[config.mk]
export PLATFORM = sky130hd
export DESIGN_NAME = tmcc_cfg_regs
export DESIGN_NICKNAME = d
export VERILOG_FILES = /design/src/rtl/tmcc_pkg.sv /design/src/rtl/tmcc_cfg_regs.sv
export SDC_FILE = /design/constraint.sdc
export NUM_CORES = 1
export LEC_CHECK = 0
export ABC_CLOCK_PERIOD_IN_PS = 950
export CAP_MARGIN = 25
export CORE_AREA = 4 4 119 121
export DETAILED_ROUTE_END_ITERATION = 8
export DIE_AREA = 0 0 123 125
export DONT_BUFFER_PORTS = 1
export PLACE_DENSITY_LB_ADDON = 0.2
export SYNTH_ARGS = -nofsm -noshare
export SYNTH_HDL_FRONTEND = slang
export SYNTH_SLANG_ARGS = --single-unit
[constraint.sdc]
create_clock -name clk -period 0.95 [get_ports clk]
set_input_delay 0.0475 -clock clk [delete_from_list [all_inputs] [get_ports clk]]
set_output_delay 0.0475 -clock clk [all_outputs]
set_load 0.005 [all_outputs]
[src/rtl/tmcc_pkg.sv]
// ----------------------------------------------------------------------------
// Tile map collision checker package
// Shared types, constants and the box border point helpers.
// ----------------------------------------------------------------------------
package tmcc_pkg;

	localparam int TILE_DIM_DEF = 32;
	localparam int MAX_COLS_DEF = 256;
	localparam int MAX_ROWS_DEF = 256;
	localparam int TILE_IDS_DEF = 64;

	localparam int COORD_W = 17;
	localparam int MAG_W = 16;
	localparam int TILE_W = 6;
	localparam int PADDR_W = 5;
	localparam int PDATA_W = 64;
	localparam int REG_IDX_W = 2;
	localparam int PT_IDX_W = 4;

	localparam logic [PT_IDX_W-1:0] BOX_LAST_PT = 4'd15;
	localparam logic [63:0] WALL_MASK_RST = 64'h0000_0000_0000_FFFE;

	localparam logic [REG_IDX_W-1:0] REG_MAP_COLS = 2'd0;
	localparam logic [REG_IDX_W-1:0] REG_MAP_ROWS = 2'd1;
	localparam logic [REG_IDX_W-1:0] REG_WALL_MASK = 2'd2;

	typedef enum logic [1:0] {
		MODE_WRITE = 2'd0,
		MODE_READ  = 2'd1,
		MODE_POINT = 2'd2,
		MODE_BOX   = 2'd3
	} mode_t;

	typedef enum logic [2:0] {
		SPAN_A   = 3'd0,
		SPAN_Q1  = 3'd1,
		SPAN_MID = 3'd2,
		SPAN_Q3  = 3'd3,
		SPAN_B   = 3'd4
	} span_sel_t;

	typedef logic signed [COORD_W-1:0] coord_t;

	typedef struct packed {
		span_sel_t xs;
		span_sel_t ys;
	} box_pt_t;

	typedef struct packed {
		logic [8:0]  map_cols;
		logic [8:0]  map_rows;
		logic [63:0] wall_mask;
	} cfg_t;

	// One point of the span a..b, with every division truncated toward zero.
	function automatic coord_t span_pt(coord_t a, coord_t b, span_sel_t sel);
		logic signed [17:0] d;
		logic signed [17:0] s;
		logic signed [19:0] d3;
		logic signed [17:0] q1;
		logic signed [17:0] mid;
		logic signed [19:0] q3;
		logic signed [19:0] r;
		d = 18'(b) - 18'(a);
		s = 18'(a) + 18'(b);
		d3 = (20'(d) <<< 1) + 20'(d);
		q1 = (d + (d[17] ? 18'sd3 : 18'sd0)) >>> 2;
		mid = (s + (s[17] ? 18'sd1 : 18'sd0)) >>> 1;
		q3 = (d3 + (d3[19] ? 20'sd3 : 20'sd0)) >>> 2;
		case (sel)
			SPAN_A:   r = 20'(a);
			SPAN_Q1:  r = 20'(a) + 20'(q1);
			SPAN_MID: r = 20'(mid);
			SPAN_Q3:  r = 20'(a) + q3;
			SPAN_B:   r = 20'(b);
			default:  r = 20'(a);
		endcase
		return coord_t'(r[COORD_W-1:0]);
	endfunction

	// Border walk: top edge, left edge, bottom edge, right edge.
	function automatic box_pt_t box_pt(logic [PT_IDX_W-1:0] k);
		box_pt_t p;
		case (k)
			4'd0:    p = '{SPAN_A, SPAN_A};
			4'd1:    p = '{SPAN_Q1, SPAN_A};
			4'd2:    p = '{SPAN_MID, SPAN_A};
			4'd3:    p = '{SPAN_Q3, SPAN_A};
			4'd4:    p = '{SPAN_B, SPAN_A};
			4'd5:    p = '{SPAN_A, SPAN_Q1};
			4'd6:    p = '{SPAN_A, SPAN_MID};
			4'd7:    p = '{SPAN_A, SPAN_Q3};
			4'd8:    p = '{SPAN_A, SPAN_B};
			4'd9:    p = '{SPAN_Q1, SPAN_B};
			4'd10:   p = '{SPAN_MID, SPAN_B};
			4'd11:   p = '{SPAN_Q3, SPAN_B};
			4'd12:   p = '{SPAN_B, SPAN_B};
			4'd13:   p = '{SPAN_B, SPAN_Q1};
			4'd14:   p = '{SPAN_B, SPAN_MID};
			default: p = '{SPAN_B, SPAN_Q3};
		endcase
		return p;
	endfunction

endpackage

[src/rtl/tmcc_cfg_regs.sv]
// ----------------------------------------------------------------------------
// Tile map collision checker configuration registers
// APB-style register file holding map size and wall mask.
// ----------------------------------------------------------------------------
module tmcc_cfg_regs (
	input  logic                             clk,
	input  logic                             arst_n,
	input  logic                             psel,
	input  logic                             penable,
	input  logic                             pwrite,
	input  logic [tmcc_pkg::PADDR_W-1:0]     paddr,
	input  logic [tmcc_pkg::PDATA_W-1:0]     pwdata,
	output logic [tmcc_pkg::PDATA_W-1:0]     prdata,
	output logic                             pready,
	output tmcc_pkg::cfg_t                   cfg
);

	logic [8:0]                        cols_q;
	logic [8:0]                        rows_q;
	logic [63:0]                       mask_q;
	logic [tmcc_pkg::REG_IDX_W-1:0]    reg_idx;
	logic                              wr_en;

	assign reg_idx = paddr[tmcc_pkg::PADDR_W-1:3];
	assign wr_en = psel && penable && pwrite;
	assign pready = 1'b1;

	always_ff @(posedge clk or negedge arst_n) begin
		if (!arst_n) begin
			cols_q <= '0;
			rows_q <= '0;
			mask_q <= tmcc_pkg::WALL_MASK_RST;
		end else if (wr_en) begin
			unique case (reg_idx)
				tmcc_pkg::REG_MAP_COLS:  cols_q <= pwdata[8:0];
				tmcc_pkg::REG_MAP_ROWS:  rows_q <= pwdata[8:0];
				tmcc_pkg::REG_WALL_MASK: mask_q <= pwdata;
				default: ;
			endcase
		end
	end

	always_comb begin
		unique case (reg_idx)
			tmcc_pkg::REG_MAP_COLS:  prdata = tmcc_pkg::PDATA_W'(cols_q);
			tmcc_pkg::REG_MAP_ROWS:  prdata = tmcc_pkg::PDATA_W'(rows_q);
			tmcc_pkg::REG_WALL_MASK: prdata = mask_q;
			default:                 prdata = '0;
		endcase
	end

	assign cfg = '{map_cols: cols_q, map_rows: rows_q, wall_mask: mask_q};

endmodule

==> impl_metrics.tcl, run 1 <==
set metrics [dict create \
    num_io_pins 221 \
    wl_um 9410 \
    overflow 0 \
    crit_start "mask_q[11]" \
    yosysSeqAreaShare 0.556 \
    antenna_left 0 \
    clk_latency_ns 0.33 \
    grt_max_degree 83 \
    drc 0 \
    numCtsBuffers 9 \
    nNetsFinal 411 \
    rrSetupSlack_ns 0.13 \
    critPathArrivalTime_ns 1.07 \
    clk_pin_slew_ns 0.06 \
    grt_use_total 0.121 \
    drive_above_1_share 0.570 \
    dieArea_mm2 0.0154 \
    top_layer "met4" \
    cp_num_cells 1 \
    maxSlewViolCount 0 \
    grt_pass1_vias 2680 \
    crit_required_ns 0.90 \
    power-per-cell-area_mw_per_mm2 2120 \
    setup_viol 40 \
    r2r-start "mask_q[51]" \
    io_buffers 0 \
    syn-num-nets 344 \
    reg2reg_to "mask_q[51]" \
    h-tree-depth 3 \
    vias_per_cell 4.58 \
    r2r.worst_path.cells 1 \
    cp_slowest_cell "dfstp_2" \
    period_minus_slack_ns 1.12 \
    crit_type "reg -> out" \
    start_util 0.285 \
    crit_end "prdata[11]" \
    std_cell_rows 42 \
    status "complete, but fails checks" \
    ys_ff_latch 82 \
    power_frac_clock 0.346 \
    cts_tree "built" \
    seqPwrFrac 0.494 \
    clock_skew_ns 0 \
    timing.final.crit_share 1.18 \
    post_dp_cell_area_mm2 0.00396 \
    layout_setup_ws_ns -0.168 \
    synth_cell_type_count 18 \
    synth.cell_area_mm2 0.00372 \
    postSynthCellCount 270 \
    mostFrequentLayoutCell "mux2_2" \
    core_mm2 0.0131 \
    diodes 0 \
    yosys_warnings 0 \
    wl_per_cell_um 18.2 \
    nFillCells 1215 \
    whs_ns -0.603 \
    vias 2370 \
    cts-hold-fix-buffers 64 \
    cp-end-kind "output port" \
    hold_viol_final 82 \
    rsz0062_at_grt "true" \
    p_total_mw 10.8 \
    met3_length_um 743 \
    cp_cell_sequence "and2_4" \
    cap_violations 0 \
    design_area_mm2 0.00510 \
    clock_tree.buffer_depth 2 \
    combPwrFrac 0.160 \
    dr.pass1.iters 4 \
    intPower_mw 8.00 \
    final_cell_mix "mux2_2, dfrtp_1, dlygate4sd3_1" \
    hold_path.class "in -> async" \
    cp_num_buf_inv 0 \
    cp_top_family "flip-flops" \
    cts.sinks 82 \
    p_leak_nw 2.21 \
    avgSynthCellArea_um2 13.8 \
    max_freq_mhz 894 \
    grt_pass1_wl_um 14300 \
    met1_length_um 3560 \
    dr_wl_met2_um 4900 \
    dp_hpwl_um 6160 \
    cp_slowest_stage_delay_ns 0.58 \
    die_w_um 123 \
    die_h_um 125 \
    cts_setup_buffers 0 \
    place.gp.congestion 0.735 \
    clockRootBuffer "clkbuf_16" \
    drt_iter0_drc 54 \
    critical_path.startpoint_type "register" \
    vdd_ir_drop_max_mv 0.850 \
    violations "hold timing, setup timing" \
    switching_power_mw 2.81 \
    syn2layout_area_growth_pct 37.0 \
    worstPathMaxFanout 3 \
    swShare 0.260 \
    antenna_found_initial 0 \
]
## worst min path at each step
stage / end / depth (start not counted) / startpoint / slack (ns)
global route: mask_q[18] / 0 / arst_n / -0.63
CTS: mask_q[34] / 0 / arst_n / -0.62
floorplan: cols_q[0] / 0 / arst_n / -0.25
finish: mask_q[18] / 0 / arst_n / -0.60
global placement: mask_q[18] / 0 / arst_n / -0.25
detailed placement: mask_q[18] / 0 / arst_n / -0.25
## cell usage after synthesis, drive strengths merged
library cell | n | area share
mux2 | 82 | 0.26
dfrtp | 67 | 0.45
and2 | 55 | 0.092
dfstp | 15 | 0.11
buf | 11 | 0.028
mux2i | 9 | 0.024
nand2 | 9 | 0.0091
o21ai | 9 | 0.012
clkbuf | 7 | 0.0071
conb | 1 | 0.0010
nand3 | 1 | 0.0027
nor2b | 1 | 0.0017
nor3 | 1 | 0.0044
nor3b | 1 | 0.0020
or3b | 1 | 0.0024
## final cells by class
type	instances	area [um^2]	area share
clock buffers	11	243	0.0476
clock inverters	5	77.6	0.0152
multi-input cells	170	1750	0.343
flip-flops and latches	82	2070	0.406
well taps	176	220	0.0432
repair buffers	74	741	0.145
## registers in the layout, indices dropped and copies added (netlist names)
signal  flops
mask_q     64
cols_q      9
rows_q      9
## kinds of logic (layout without fill, tap and decap cells)
family / after synthesis / in the layout / share of synthesized area
AO/OA/AOI/OAI: 9 / 9 / 0.0121
AND/OR/NAND/NOR: 69 / 69 / 0.115
buffers and inverters: 18 / 90 / 0.0349
flip-flops: 82 / 82 / 0.556
other: 1 / 1 / 0.00101
multiplexers: 91 / 91 / 0.281
## routing by layer
metal / global-route usage / vias up
met1: 0.131 / 1195
met3: 0.0384 / 12
met4: 0.0593 / 0
li1: - / 1054
met5: 0 / -
met2: 0.209 / 109
## through the flow
stage	setup TNS, ns	util	setup slack (ns)	hold WS [ns]	std cells
final	-2.23	0.390	-0.168	-0.603	518
after global routing	-5.24	0.390	-0.212	-0.629	518
after CTS	-3.68	0.389	-0.192	-0.620	518
after detailed placement	-15.88	0.303	-0.249	-0.246	438
after global placement	-16.42	0.303	-0.235	-0.246	438
after floorplan	-7.46	-	-0.107	-0.248	270
## power groups by stage
| stage | combinational (mW) | sequential (mW) | clock [mW] |
|---|---|---|---|
| CTS | 1.72 | 5.36 | 3.91 |
| finish | 1.73 | 5.34 | 3.74 |
| detailed placement | 1.31 | 5.35 | 0 |
| global placement | 1.27 | 5.36 | 0 |
| global route | 1.87 | 5.47 | 4.07 |
| floorplan | 1.16 | 5.05 | 0 |
## repair_timing
action / CTS / global route
endpoints found under the setup margin: 78 / 79
pin swaps: 0 / 0
hold endpoints to repair: 164 / 82
resized for setup: 73 / 5
Note: power is estimated with default switching activity, not from simulation.
==> inputs of run 2 (changes only) <==
--- a/config.mk
+++ b/config.mk
@@ -6,11 +6,11 @@
 export NUM_CORES = 1
 export LEC_CHECK = 0
 export ABC_CLOCK_PERIOD_IN_PS = 950
+export BUFFER_PORTS_ARGS = -buffer_cell sky130_fd_sc_hd__buf_2
 export CAP_MARGIN = 25
 export CORE_AREA = 4 4 119 121
 export DETAILED_ROUTE_END_ITERATION = 8
 export DIE_AREA = 0 0 123 125
-export DONT_BUFFER_PORTS = 1
 export PLACE_DENSITY_LB_ADDON = 0.2
 export SYNTH_ARGS = -nofsm -noshare
 export SYNTH_HDL_FRONTEND = slang
==> run 2 against run 1 <==
Compared with the run above:
- the run ends with setup timing left
- cell area increased by 34%
- via count increased by 42%
- clock power decreased by 8.3%
- critical endpoint unchanged
==> impl_metrics.tcl, run 2 (synthesis gave the netlist of run 1 again) <==
set metrics [dict create \
    grt_pass1_vias 3343 \
    final_cell_mix "buf_2, dfrtp_1, dlygate4sd3_1" \
    syn2layout_area_growth_pct 83.9 \
    cts_tree "built" \
    clock_tree.buffer_depth 2 \
    max_freq_mhz 834 \
    rsz0062_at_grt "true" \
    mostFrequentLayoutCell "buf_2" \
    cp_cell_sequence "and2_4, buf_6" \
    p_total_mw 12.7 \
    crit_required_ns 0.90 \
    swShare 0.264 \
    seqPwrFrac 0.402 \
    h-tree-depth 3 \
    largest_register "mask_q" \
    r2r-start "mask_q[4]" \
    post_dp_cell_area_mm2 0.00510 \
    switching_power_mw 3.35 \
    clock_skew_ns 0 \
    diodes 0 \
    grt_use_total 0.143 \
    crit_start "mask_q[11]" \
    cp-end-kind "output port" \
    crit_type "reg -> out" \
    vias_per_cell 4.31 \
    drt_iter0_drc 134 \
    place.gp.congestion 0.718 \
    design_area_mm2 0.00685 \
    antenna_found_initial 0 \
    multi_input_area_mm2 0.00172 \
    p_leak_nw 3.49 \
    drive_above_1_share 0.661 \
    place_ws_ns -0.356 \
    core_mm2 0.0131 \
    timing.final.crit_share 1.26 \
    wl_per_cell_um 16.2 \
    clk_pin_slew_ns 0.06 \
    cts.sinks 82 \
    dr.pass1.iters 4 \
    die_w_um 123 \
    numCtsBuffers 9 \
    layout_setup_ws_ns -0.249 \
    vdd_ir_drop_max_mv 0.754 \
    std_cell_rows 42 \
    hold_path.class "in -> async" \
    overflow 0 \
    wl_um 12600 \
    grt_pass1_wl_um 17400 \
    nNetsFinal 674 \
    seqCellArea_mm2 0.00207 \
    setup_viol 121 \
    clockRootBuffer "clkbuf_16" \
    critPathArrivalTime_ns 1.15 \
    largest_reg_flops 64 \
    dieArea_mm2 0.0154 \
    cap_violations 0 \
    nFillCells 1112 \
    dp_hpwl_um 7680 \
    cp_slowest_cell "dfstp_2" \
    cp_top_family "flip-flops" \
    power-per-cell-area_mw_per_mm2 1850 \
    top_regs "mask_q: 64 flops, cols_q: 9 flops, rows_q: 9 flops" \
    io_buffers 216 \
    drc 0 \
    critical_path.startpoint_type "register" \
    period_minus_slack_ns 1.20 \
    cp_num_buf_inv 1 \
    grt_max_degree 61 \
    start_util 0.285 \
    vias 3367 \
    num_io_pins 221 \
    status "complete, but fails checks" \
    worstPathMaxFanout 3 \
    cp_slowest_stage_delay_ns 0.57 \
    antenna_left 0 \
    die_h_um 125 \
    combPwrFrac 0.328 \
    hold_viol_final 0 \
    intPower_mw 9.35 \
    violations "setup timing" \
    finalSetupTns_ns -10.36 \
    maxSlewViolCount 0 \
    clk_latency_ns 0.32 \
    power_frac_clock 0.270 \
]
## run 2: cell count changes in the layout (fill, tap and decap cells not counted), moves of 3 or more
cell / change
nand2_1: +5
buf_2: +182
mux2_4: +29
and2_4: -47
nand2_2: -5
buf_8: +3
buf_4: +18
mux2_2: -29
o21ai_2: -4
and2_1: +47
buf_6: +55
o21ai_1: +4
## run 2: area by class of cell
class	instances	share of cell area
Multi-Input combinational cell	170	0.251
Sequential cell	82	0.302
Clock inverter	3	0.00585
Timing Repair Buffer	337	0.373
Clock buffer	13	0.0365
Tap cell	176	0.0322
## run 2: worst register-to-register path, cell delays in order, from the launching register on
cell and delay [ns]:
dfstp_2 0.37, buf_6 0.11, buf_4 0.12, mux2_4 0.26
## run 2: power groups by stage
stage                     combinational, mW  clock, mW  sequential, mW
after floorplan                        1.16          0            5.05
after global placement                 2.70          0            5.09
after detailed placement               2.74          0            5.11
after CTS                              3.32       3.55            5.06
after global routing                   4.49       3.69            5.22
final                                  4.17       3.43            5.11
## run 2: repair_timing
action | 4_1_cts | 5_1_grt
pin swaps | 17 | 20
gates resized for setup | 21 | 93
endpoints found under the setup margin | 80 | 151
gates cloned | 0 | 5
hold buffers | 65 | 0
buffers inserted | 14 | 22
hold endpoints to repair | 156 | 0
## run 2: routing by layer
layer  global-route usage  share of wire  vias to the layer above
met4               0.0593          0.020                        0
li1                     -              -                     1577
met1                0.169           0.41                     1657
met3               0.0248          0.049                       18
met5                    0              0                        -
met2                0.253           0.52                      115
## run 2: final timing paths
check                             end  slack (ns)  depth (start not counted)
setup reg to reg            mask_q[4]        0.02                          3
max in group asynchronous   mask_q[4]        0.34                          3
hold / removal             mask_q[22]        0.26                          3
hold reg to reg            mask_q[40]        0.52                          1
setup / recovery           prdata[11]       -0.25                          2
min in group clk            rows_q[0]        0.28                          4
## run 2: per-stage QoR
stage / hold slack, ns / std cells / utilization
after detailed placement: 0.0677 / 660 / 0.390
final: 0.264 / 781 / 0.523
after CTS: 0.273 / 755 / 0.475
after floorplan: -0.248 / 270 / -
after global placement: 0.0675 / 660 / 0.390
after global routing: 0.297 / 781 / 0.523
