===== config.mk =====
export PLATFORM = sky130hd
export DESIGN_NAME = tmcc_seq_flat
export DESIGN_NICKNAME = d
export VERILOG_FILES = /design/src/rtl/tmcc_pkg.sv /design/src/rtl/tmcc_ifs.sv /design/src/rtl/tmcc_seq.sv /design/src/flat_wrapper.sv
export SDC_FILE = /design/constraint.sdc
export NUM_CORES = 1
export LEC_CHECK = 0
export ABC_CLOCK_PERIOD_IN_PS = 16700
export BUFFER_PORTS_ARGS = -buffer_cell sky130_fd_sc_hd__buf_2
export CAP_MARGIN = 5
export CORE_MARGIN = 2
export CORE_UTILIZATION = 60
export CTS_CLUSTER_DIAMETER = 30
export DETAILED_ROUTE_END_ITERATION = 16
export PLACE_DENSITY = 0.84
export SKIP_LAST_GASP = 1
export SYNTH_ARGS = -nofsm -noshare
export SYNTH_HDL_FRONTEND = slang
export SYNTH_SLANG_ARGS = --single-unit

===== constraint.sdc =====
create_clock -name clk -period 16.7 [get_ports clk]
set_clock_uncertainty 0.05 [all_clocks]
set_input_delay 1.67 -clock clk [delete_from_list [all_inputs] [get_ports clk]]
set_output_delay 1.67 -clock clk [all_outputs]
set_load 0.01 [all_outputs]

===== src/rtl/tmcc_pkg.sv =====
// ----------------------------------------------------------------------------
// Tile map collision checker package
// Shared types, constants and the box border point helpers.
// ----------------------------------------------------------------------------
package tmcc_pkg;

	localparam int TILE_DIM_DEF = 32;
	localparam int MAX_COLS_DEF = 256;
	localparam int MAX_ROWS_DEF = 256;
	localparam int TILE_IDS_DEF = 64;

	localparam int COORD_W = 17;
	localparam int MAG_W = 16;
	localparam int TILE_W = 6;
	localparam int PADDR_W = 5;
	localparam int PDATA_W = 64;
	localparam int REG_IDX_W = 2;
	localparam int PT_IDX_W = 4;

	localparam logic [PT_IDX_W-1:0] BOX_LAST_PT = 4'd15;
	localparam logic [63:0] WALL_MASK_RST = 64'h0000_0000_0000_FFFE;

	localparam logic [REG_IDX_W-1:0] REG_MAP_COLS = 2'd0;
	localparam logic [REG_IDX_W-1:0] REG_MAP_ROWS = 2'd1;
	localparam logic [REG_IDX_W-1:0] REG_WALL_MASK = 2'd2;

	typedef enum logic [1:0] {
		MODE_WRITE = 2'd0,
		MODE_READ  = 2'd1,
		MODE_POINT = 2'd2,
		MODE_BOX   = 2'd3
	} mode_t;

	typedef enum logic [2:0] {
		SPAN_A   = 3'd0,
		SPAN_Q1  = 3'd1,
		SPAN_MID = 3'd2,
		SPAN_Q3  = 3'd3,
		SPAN_B   = 3'd4
	} span_sel_t;

	typedef logic signed [COORD_W-1:0] coord_t;

	typedef struct packed {
		span_sel_t xs;
		span_sel_t ys;
	} box_pt_t;

	typedef struct packed {
		logic [8:0]  map_cols;
		logic [8:0]  map_rows;
		logic [63:0] wall_mask;
	} cfg_t;

	// One point of the span a..b, with every division truncated toward zero.
	function automatic coord_t span_pt(coord_t a, coord_t b, span_sel_t sel);
		logic signed [17:0] d;
		logic signed [17:0] s;
		logic signed [19:0] d3;
		logic signed [17:0] q1;
		logic signed [17:0] mid;
		logic signed [19:0] q3;
		logic signed [19:0] r;
		d = 18'(b) - 18'(a);
		s = 18'(a) + 18'(b);
		d3 = (20'(d) <<< 1) + 20'(d);
		q1 = (d + (d[17] ? 18'sd3 : 18'sd0)) >>> 2;
		mid = (s + (s[17] ? 18'sd1 : 18'sd0)) >>> 1;
		q3 = (d3 + (d3[19] ? 20'sd3 : 20'sd0)) >>> 2;
		case (sel)
			SPAN_A:   r = 20'(a);
			SPAN_Q1:  r = 20'(a) + 20'(q1);
			SPAN_MID: r = 20'(mid);
			SPAN_Q3:  r = 20'(a) + q3;
			SPAN_B:   r = 20'(b);
			default:  r = 20'(a);
		endcase
		return coord_t'(r[COORD_W-1:0]);
	endfunction

	// Border walk: top edge, left edge, bottom edge, right edge.
	function automatic box_pt_t box_pt(logic [PT_IDX_W-1:0] k);
		box_pt_t p;
		case (k)
			4'd0:    p = '{SPAN_A, SPAN_A};
			4'd1:    p = '{SPAN_Q1, SPAN_A};
			4'd2:    p = '{SPAN_MID, SPAN_A};
			4'd3:    p = '{SPAN_Q3, SPAN_A};
			4'd4:    p = '{SPAN_B, SPAN_A};
			4'd5:    p = '{SPAN_A, SPAN_Q1};
			4'd6:    p = '{SPAN_A, SPAN_MID};
			4'd7:    p = '{SPAN_A, SPAN_Q3};
			4'd8:    p = '{SPAN_A, SPAN_B};
			4'd9:    p = '{SPAN_Q1, SPAN_B};
			4'd10:   p = '{SPAN_MID, SPAN_B};
			4'd11:   p = '{SPAN_Q3, SPAN_B};
			4'd12:   p = '{SPAN_B, SPAN_B};
			4'd13:   p = '{SPAN_B, SPAN_Q1};
			4'd14:   p = '{SPAN_B, SPAN_MID};
			default: p = '{SPAN_B, SPAN_Q3};
		endcase
		return p;
	endfunction

endpackage


===== src/rtl/tmcc_ifs.sv =====
// ----------------------------------------------------------------------------
// Tile map collision checker channels
// Request and result channels with valid/ready handshake.
// ----------------------------------------------------------------------------
interface tmcc_in_if;
	logic               valid;
	logic               ready;
	logic [1:0]         mode;
	logic signed [15:0] pos_x;
	logic signed [15:0] pos_y;
	logic [9:0]         box_width;
	logic [9:0]         box_height;
	logic [5:0]         tile_in;

	modport source (output valid, mode, pos_x, pos_y, box_width, box_height, tile_in,
		input ready);
	modport sink (input valid, mode, pos_x, pos_y, box_width, box_height, tile_in,
		output ready);
endinterface

interface tmcc_out_if;
	logic       valid;
	logic       ready;
	logic [5:0] tile_out;
	logic       wall_hit;

	modport source (output valid, tile_out, wall_hit, input ready);
	modport sink (input valid, tile_out, wall_hit, output ready);
endinterface


===== src/rtl/tmcc_seq.sv =====
// ----------------------------------------------------------------------------
// Tile map collision checker sequencer
// Walks the points of one request through a shared coordinate, divide,
// bounds and tile lookup pipeline, and holds the result register.
// ----------------------------------------------------------------------------
module tmcc_seq #(
	parameter int TILE_DIM  = tmcc_pkg::TILE_DIM_DEF,
	parameter int MAX_COLS  = tmcc_pkg::MAX_COLS_DEF,
	parameter int MAX_ROWS  = tmcc_pkg::MAX_ROWS_DEF,
	parameter int TILE_IDS  = tmcc_pkg::TILE_IDS_DEF,
	parameter int ADDR_W    = 16
) (
	input  logic                        clk,
	input  logic                        arst_n,
	tmcc_in_if.sink                     in_ch,
	tmcc_out_if.source                  out_ch,
	input  tmcc_pkg::cfg_t              cfg,
	output logic                        ram_we,
	output logic [ADDR_W-1:0]           ram_addr,
	output logic [tmcc_pkg::TILE_W-1:0] ram_wdata,
	input  logic [tmcc_pkg::TILE_W-1:0] ram_rdata
);

	localparam int MAG_W = tmcc_pkg::MAG_W;
	localparam int DIV_SH = MAG_W + $clog2(TILE_DIM);
	localparam int RECIP_W = DIV_SH + 1;
	localparam int PROD_W = MAG_W + RECIP_W;
	localparam logic [RECIP_W-1:0] RECIP = RECIP_W'(((longint'(1) << DIV_SH) +
		longint'(TILE_DIM) - 1) / longint'(TILE_DIM));

	typedef enum logic [4:0] {
		ST_IDLE   = 5'b00001,
		ST_SETUP  = 5'b00010,
		ST_ISSUE  = 5'b00100,
		ST_DRAIN  = 5'b01000,
		ST_FINISH = 5'b10000
	} state_t;

	state_t                              state_q;
	tmcc_pkg::mode_t                     mode_q;
	logic signed [15:0]                  x_q;
	logic signed [15:0]                  y_q;
	logic [9:0]                          w_q;
	logic [9:0]                          h_q;
	logic [tmcc_pkg::TILE_W-1:0]         tin_q;
	tmcc_pkg::coord_t                    left_q;
	tmcc_pkg::coord_t                    right_q;
	tmcc_pkg::coord_t                    top_q;
	tmcc_pkg::coord_t                    bot_q;
	logic [tmcc_pkg::PT_IDX_W-1:0]       k_q;
	logic [tmcc_pkg::PT_IDX_W-1:0]       k_last;

	logic                                v_s1, v_s2, v_s3, v_s4, v_s5;
	tmcc_pkg::coord_t                    wx_s1, wy_s1;
	logic                                negx_s2, negy_s2;
	logic [MAG_W-1:0]                    magx_s2, magy_s2;
	logic                                negx_s3, negy_s3;
	logic [MAG_W-1:0]                    qx_s3, qy_s3;
	logic                                onmap_s4;
	logic                                we_s4;
	logic [ADDR_W-1:0]                   addr_s4;
	logic                                onmap_s5;

	logic [tmcc_pkg::TILE_W-1:0]         tile_acc_q;
	logic                                hit_acc_q;
	logic                                out_valid_q;
	logic [tmcc_pkg::TILE_W-1:0]         tile_out_q;
	logic                                wall_hit_q;

	logic                                in_rdy;
	logic                                in_fire;
	logic                                out_load;
	logic                                pipe_busy;
	tmcc_pkg::box_pt_t                   bp;
	tmcc_pkg::coord_t                    cx, cy;
	tmcc_pkg::coord_t                    hw, hh;
	tmcc_pkg::coord_t                    absx, absy;
	logic [PROD_W-1:0]                   prodx, prody;
	logic                                inx, iny;
	logic                                pt_wall;

	assign in_rdy = (state_q == ST_IDLE);
	assign in_fire = in_ch.valid && in_rdy;
	assign in_ch.ready = in_rdy;
	assign pipe_busy = v_s1 || v_s2 || v_s3 || v_s4 || v_s5;
	assign out_load = (state_q == ST_FINISH) && (!out_valid_q || out_ch.ready);
	assign k_last = (mode_q == tmcc_pkg::MODE_BOX) ? tmcc_pkg::BOX_LAST_PT : '0;

	assign hw = tmcc_pkg::coord_t'({1'b0, w_q[9:1]});
	assign hh = tmcc_pkg::coord_t'({1'b0, h_q[9:1]});

	always_comb begin
		bp = tmcc_pkg::box_pt(k_q);
		if (mode_q == tmcc_pkg::MODE_BOX) begin
			cx = tmcc_pkg::span_pt(left_q, right_q, bp.xs);
			cy = tmcc_pkg::span_pt(top_q, bot_q, bp.ys);
		end else begin
			cx = tmcc_pkg::coord_t'(x_q);
			cy = tmcc_pkg::coord_t'(y_q);
		end
	end

	assign absx = wx_s1[tmcc_pkg::COORD_W-1] ? -wx_s1 : wx_s1;
	assign absy = wy_s1[tmcc_pkg::COORD_W-1] ? -wy_s1 : wy_s1;

	assign prodx = PROD_W'(magx_s2) * PROD_W'(RECIP);
	assign prody = PROD_W'(magy_s2) * PROD_W'(RECIP);

	assign inx = !(negx_s3 && (qx_s3 != '0)) && (qx_s3 < MAG_W'(cfg.map_cols)) &&
		(qx_s3 < MAG_W'(MAX_COLS));
	assign iny = !(negy_s3 && (qy_s3 != '0)) && (qy_s3 < MAG_W'(cfg.map_rows)) &&
		(qy_s3 < MAG_W'(MAX_ROWS));

	assign pt_wall = !onmap_s5 || ({1'b0, ram_rdata} >= 7'(TILE_IDS)) ||
		cfg.wall_mask[ram_rdata];

	always_ff @(posedge clk or negedge arst_n) begin
		if (!arst_n) begin
			state_q <= ST_IDLE;
			k_q <= '0;
		end else begin
			unique case (state_q)
				ST_IDLE: begin
					if (in_fire) begin
						state_q <= ST_SETUP;
					end
				end
				ST_SETUP: begin
					k_q <= '0;
					state_q <= ST_ISSUE;
				end
				ST_ISSUE: begin
					k_q <= k_q + 1'b1;
					if (k_q == k_last) begin
						state_q <= ST_DRAIN;
					end
				end
				ST_DRAIN: begin
					if (!pipe_busy) begin
						state_q <= ST_FINISH;
					end
				end
				ST_FINISH: begin
					if (out_load) begin
						state_q <= ST_IDLE;
					end
				end
				default: state_q <= ST_IDLE;
			endcase
		end
	end

	always_ff @(posedge clk) begin
		if (in_fire) begin
			mode_q <= tmcc_pkg::mode_t'(in_ch.mode);
			x_q <= in_ch.pos_x;
			y_q <= in_ch.pos_y;
			w_q <= in_ch.box_width;
			h_q <= in_ch.box_height;
			tin_q <= in_ch.tile_in;
		end
		if (state_q == ST_SETUP) begin
			left_q <= tmcc_pkg::coord_t'(x_q) - hw;
			right_q <= tmcc_pkg::coord_t'(x_q) + hw - tmcc_pkg::coord_t'(1);
			top_q <= tmcc_pkg::coord_t'(y_q) - hh;
			bot_q <= tmcc_pkg::coord_t'(y_q) + hh - tmcc_pkg::coord_t'(1);
		end
	end

	always_ff @(posedge clk or negedge arst_n) begin
		if (!arst_n) begin
			v_s1 <= 1'b0;
			v_s2 <= 1'b0;
			v_s3 <= 1'b0;
			v_s4 <= 1'b0;
			v_s5 <= 1'b0;
			we_s4 <= 1'b0;
		end else begin
			v_s1 <= (state_q == ST_ISSUE);
			v_s2 <= v_s1;
			v_s3 <= v_s2;
			v_s4 <= v_s3;
			v_s5 <= v_s4;
			we_s4 <= v_s3 && inx && iny && (mode_q == tmcc_pkg::MODE_WRITE);
		end
	end

	always_ff @(posedge clk) begin
		wx_s1 <= cx;
		wy_s1 <= cy;
		negx_s2 <= wx_s1[tmcc_pkg::COORD_W-1];
		negy_s2 <= wy_s1[tmcc_pkg::COORD_W-1];
		magx_s2 <= absx[MAG_W-1:0];
		magy_s2 <= absy[MAG_W-1:0];
		negx_s3 <= negx_s2;
		negy_s3 <= negy_s2;
		if (mode_q == tmcc_pkg::MODE_WRITE || mode_q == tmcc_pkg::MODE_READ) begin
			qx_s3 <= magx_s2;
			qy_s3 <= magy_s2;
		end else begin
			qx_s3 <= prodx[DIV_SH +: MAG_W];
			qy_s3 <= prody[DIV_SH +: MAG_W];
		end
		onmap_s4 <= inx && iny;
		addr_s4 <= ADDR_W'(qy_s3) * ADDR_W'(MAX_COLS) + ADDR_W'(qx_s3);
		onmap_s5 <= onmap_s4;
	end

	always_ff @(posedge clk) begin
		if (in_fire) begin
			tile_acc_q <= '0;
			hit_acc_q <= 1'b0;
		end else if (v_s5) begin
			if (mode_q == tmcc_pkg::MODE_READ && onmap_s5) begin
				tile_acc_q <= ram_rdata;
			end
			if (mode_q == tmcc_pkg::MODE_POINT || mode_q == tmcc_pkg::MODE_BOX) begin
				hit_acc_q <= hit_acc_q | pt_wall;
			end
		end
	end

	always_ff @(posedge clk or negedge arst_n) begin
		if (!arst_n) begin
			out_valid_q <= 1'b0;
		end else if (out_load) begin
			out_valid_q <= 1'b1;
		end else if (out_ch.ready) begin
			out_valid_q <= 1'b0;
		end
	end

	always_ff @(posedge clk) begin
		if (out_load) begin
			tile_out_q <= tile_acc_q;
			wall_hit_q <= hit_acc_q;
		end
	end

	assign out_ch.valid = out_valid_q;
	assign out_ch.tile_out = tile_out_q;
	assign out_ch.wall_hit = wall_hit_q;

	assign ram_we = we_s4;
	assign ram_addr = addr_s4;
	assign ram_wdata = tin_q;

`ifndef SYNTHESIS
	a_ready_pipe_empty: assert property (@(posedge clk) disable iff (!arst_n)
		in_rdy |-> !pipe_busy)
		else $error("Request taken while the point pipeline is busy.");

	a_write_mode: assert property (@(posedge clk) disable iff (!arst_n)
		ram_we |-> (mode_q == tmcc_pkg::MODE_WRITE))
		else $error("Tile memory written outside a tile write request.");

	a_accept_setup: assert property (@(posedge clk) disable iff (!arst_n)
		in_fire |=> (state_q == ST_SETUP))
		else $error("Accepted request did not start its setup step.");

	a_result_from_finish: assert property (@(posedge clk) disable iff (!arst_n)
		$rose(out_valid_q) |-> $past(state_q == ST_FINISH))
		else $error("Result appeared without a finished request.");

	a_issue_bound: assert property (@(posedge clk) disable iff (!arst_n)
		(state_q == ST_ISSUE) |-> (k_q <= k_last))
		else $error("Point counter ran past the last point.");
`endif

endmodule


===== src/flat_wrapper.sv =====
// flat-port wrapper written by rule: the top's interface ports become plain ports
module tmcc_seq_flat 
#(
	parameter int TILE_DIM  = tmcc_pkg::TILE_DIM_DEF,
	parameter int MAX_COLS  = tmcc_pkg::MAX_COLS_DEF,
	parameter int MAX_ROWS  = tmcc_pkg::MAX_ROWS_DEF,
	parameter int TILE_IDS  = tmcc_pkg::TILE_IDS_DEF,
	parameter int ADDR_W    = 16
)
  (clk, arst_n, cfg, ram_we, ram_addr, ram_wdata, ram_rdata, in_ch_valid, in_ch_mode, in_ch_pos_x, in_ch_pos_y, in_ch_box_width, in_ch_box_height, in_ch_tile_in, in_ch_ready, out_ch_valid, out_ch_tile_out, out_ch_wall_hit, out_ch_ready);
  tmcc_in_if in_ch_i ();
  tmcc_out_if out_ch_i ();
  input  logic clk;
  input  logic arst_n;
  input  tmcc_pkg::cfg_t cfg;
  output logic ram_we;
  output logic [ADDR_W-1:0] ram_addr;
  output logic [tmcc_pkg::TILE_W-1:0] ram_wdata;
  input  logic [tmcc_pkg::TILE_W-1:0] ram_rdata;
  input wire logic [$bits(in_ch_i.valid)-1:0] in_ch_valid;
  input wire logic [$bits(in_ch_i.mode)-1:0] in_ch_mode;
  input wire logic [$bits(in_ch_i.pos_x)-1:0] in_ch_pos_x;
  input wire logic [$bits(in_ch_i.pos_y)-1:0] in_ch_pos_y;
  input wire logic [$bits(in_ch_i.box_width)-1:0] in_ch_box_width;
  input wire logic [$bits(in_ch_i.box_height)-1:0] in_ch_box_height;
  input wire logic [$bits(in_ch_i.tile_in)-1:0] in_ch_tile_in;
  output wire logic [$bits(in_ch_i.ready)-1:0] in_ch_ready;
  output wire logic [$bits(out_ch_i.valid)-1:0] out_ch_valid;
  output wire logic [$bits(out_ch_i.tile_out)-1:0] out_ch_tile_out;
  output wire logic [$bits(out_ch_i.wall_hit)-1:0] out_ch_wall_hit;
  input wire logic [$bits(out_ch_i.ready)-1:0] out_ch_ready;
  assign in_ch_i.valid = in_ch_valid;
  assign in_ch_i.mode = in_ch_mode;
  assign in_ch_i.pos_x = in_ch_pos_x;
  assign in_ch_i.pos_y = in_ch_pos_y;
  assign in_ch_i.box_width = in_ch_box_width;
  assign in_ch_i.box_height = in_ch_box_height;
  assign in_ch_i.tile_in = in_ch_tile_in;
  assign in_ch_ready = in_ch_i.ready;
  assign out_ch_valid = out_ch_i.valid;
  assign out_ch_tile_out = out_ch_i.tile_out;
  assign out_ch_wall_hit = out_ch_i.wall_hit;
  assign out_ch_i.ready = out_ch_ready;
  tmcc_seq #(.TILE_DIM(TILE_DIM), .MAX_COLS(MAX_COLS), .MAX_ROWS(MAX_ROWS), .TILE_IDS(TILE_IDS), .ADDR_W(ADDR_W)) u_core (.clk(clk), .arst_n(arst_n), .in_ch(in_ch_i), .out_ch(out_ch_i), .cfg(cfg), .ram_we(ram_we), .ram_addr(ram_addr), .ram_wdata(ram_wdata), .ram_rdata(ram_rdata));
endmodule

==> metrics <==
Ports=about 180; clock period minus worst slack=8.084 ns; max_cap viols=0; Leak Pwr=10.79 nW; Max Root-Sink Buffers=3; sequential share of the synthesized area=0.3215; cts bufs inserted=slightly below 50; die height=193.6 um; area leader, netlist=edfxtp_1; latest clock arrival within the worst-skew pair=0.56 ns; Setup-failing EPs final=0; Antenna Cells=0; Finished Layout Cells=between 3k and 4k; Vias=roughly 18k; core area=0.03548 mm^2; Post-Synthesis Cells=2,344; Avg Inst Size Synth=between 9 and 10 um^2; Slowest Stage Delay on Critical Path=0.52 ns; worst reg2reg path depth=32; Root Buffer=clkbuf_16; TritonCTS clock tree=yes; share of cells above drive strength 1=0.1455; first-pass GRT wire length=87,910 um; CP max stage cell=or4_1; Routed WL per cell=18.10 um; Starting Density=0.6081; Hold Slack=0.2785 ns; initial antenna violation count=0; Slew Limit Fails=0; crit end category=flop; register area=0.006938 mm^2; CTS Hold Bufs=0; Worst-path clk slew=0.06 ns; area delta synth->final=14.03%; YS warnings=0; DPL Wire Length=42,530 um; nets@finish=~3k; worst relative slew slack=0.3244; peak supply drop=0.1376 mV; top-count cell post-synth=ha_1; die width=between 150 and 200 um; Top delay family on crit path=compound AO/OA/AOI/OAI gates; Syn Nets=2,754; CP Data Arrival Time=8.48 ns; Async SR Flop Fraction=0.05797; Post-synth top cells=ha_1 (245), inv_1 (234), xnor2_1 (176); multi-input logic area=0.01349 mm^2; setup TNS=0 ns; FILL cells=2,697; Die Area=0.03749 mm^2; number of synthesized flops with an enable pin=133; Post-Route WL=54,880 um; H-tree levels=2; Via density=6.025; CTS Sinks=approximately 280; global route total overflow=0; placed insts=2,940; DRT Pass-1 Iters=6; Slew @ Worst Pin=~1 ns; FP Rows=a little under 70; drc violations=0; RD Place Congestion=between 0.9 and 1; CP Class=flop to flop; Cell Area, Synth=0.02158 mm^2; count of cell types in the netlist=105; Worst Path Buf+Inv=2; largest net degree at the start of global routing=71; Worst path depth=32; ranking of synthesized cells by area=edfxtp_1 (19%), ha_1 (14%), dfxtp_1 (12%); hold path start=u_core.onmap_s4; Yosys reg bits=about 280; final hold vios=0; CTS resizes=0; outcome=finished, final reports clean; port bufs=181; Tightest Hold Check Type=flop to flop; RSZ-0062 raised after global routing=no; fin crit share=0.4840; ANT nets after route=0; Post-CTS Setup Bufs=0; crit-path max FO=6; CP required=17.10 ns; vias in the first global route=17.87k; Critical Path Source=u_core.left_q[1]; CP startpoint kind=flop; R2R Path Start=u_core.left_q[1]; initial DRC count=1,283; Yosys top cell area share=0.1851; Most used DFF post-synth=edfxtp_1; hold depth=0; Max Fclk=123.7 MHz; power density over cell area=246.5 mW/mm^2; GRT Total Usage=0.2850
[logic make-up (layout without fill, tap and decap cells)]
logic type               count (synthesis)  after routing  share of synthesized area
XOR/XNOR                               269            269                     0.1101
AO/OA/AOI/OAI                          582            582                     0.1777
AND/OR/NAND/NOR                        605            605                     0.1411
adder cells (fa/ha/maj)                258            258                     0.1541
flip-flops                             276            276                     0.3215
buffers and inverters                  293            520                    0.05346
multiplexers                            61             61                    0.04204
[stage by stage]
stage / util / power, mW / setup slack (ns) / instance area [um^2]
floorplan: - / 4.162 / 10.07 / 21580
detailed placement: 0.6450 / 4.950 / 8.770 / 22890
global route: 0.6934 / 6.538 / 8.116 / 24600
global placement: 0.6450 / 4.813 / 8.930 / 22890
CTS: 0.6934 / 6.010 / 8.746 / 24600
finish: 0.6934 / 6.065 / 8.616 / 24600
[final timing paths]
check / endpoint / slack, ns
worst max-delay path: u_core.wx_s1[16] / 8.62
worst min-delay path: u_core.onmap_s5 / 0.28
worst max register to register: u_core.wx_s1[16] / 8.62
worst min register to register: u_core.onmap_s5 / 0.28
max in group asynchronous: u_core.state_q[0] / 15.28
min in group asynchronous: u_core.state_q[3] / 0.99
[area by class of cell]
cell class,count,area share
flip-flops and latches,276,0.2820
repair buffers,194,0.04078
inverters,234,0.03570
multi-input cells,1775,0.5482
clock buffers,57,0.05406
well taps,461,0.02344
clock inverters,35,0.01581
[flip-flops by register name (all words and copies together) (netlist names), 17 cells and up]
register	flops
u_core.top_q	17
u_core.wx_s1	17
u_core.wy_s1	17
u_core.bot_q	17
u_core.right_q	17
u_core.left_q	17
[layout by cell type, fill, tap and decap left out, types with 27 or more instances in the layout]
master       n
ha_1       245
inv_1      234
buf_2      181
xnor2_1    176
nand2_1    155
a21oi_1    153
nor2_1     152
o21ai_0    137
edfxtp_1   133
dfxtp_1    127
xor2_1      92
clkbuf_16   52
nor3_1      49
a21o_1      44
nand3_1     42
nor2b_1     42
nand2b_1    34
o21bai_1    32
a221oi_1    28
mux2_2      27
[where the power goes]
part	total, mW	internal [mW]	switching (mW)	leakage [nW]
Sequential	1.18	1.01	0.179	2.51
Combinational	3.88	1.63	2.25	7.45
Clock	1.00	0.636	0.368	0.831
[metal layers]
layer  track usage  share of wire  vias to the layer above
met4       0.09471          0.027                        0
met5             0              0                        -
met3       0.03722          0.073                      116
li1              -              -                     8744
met2        0.4612           0.45                      738
met1        0.3961           0.45                     8670
Note: power is estimated with default switching activity, not from simulation.
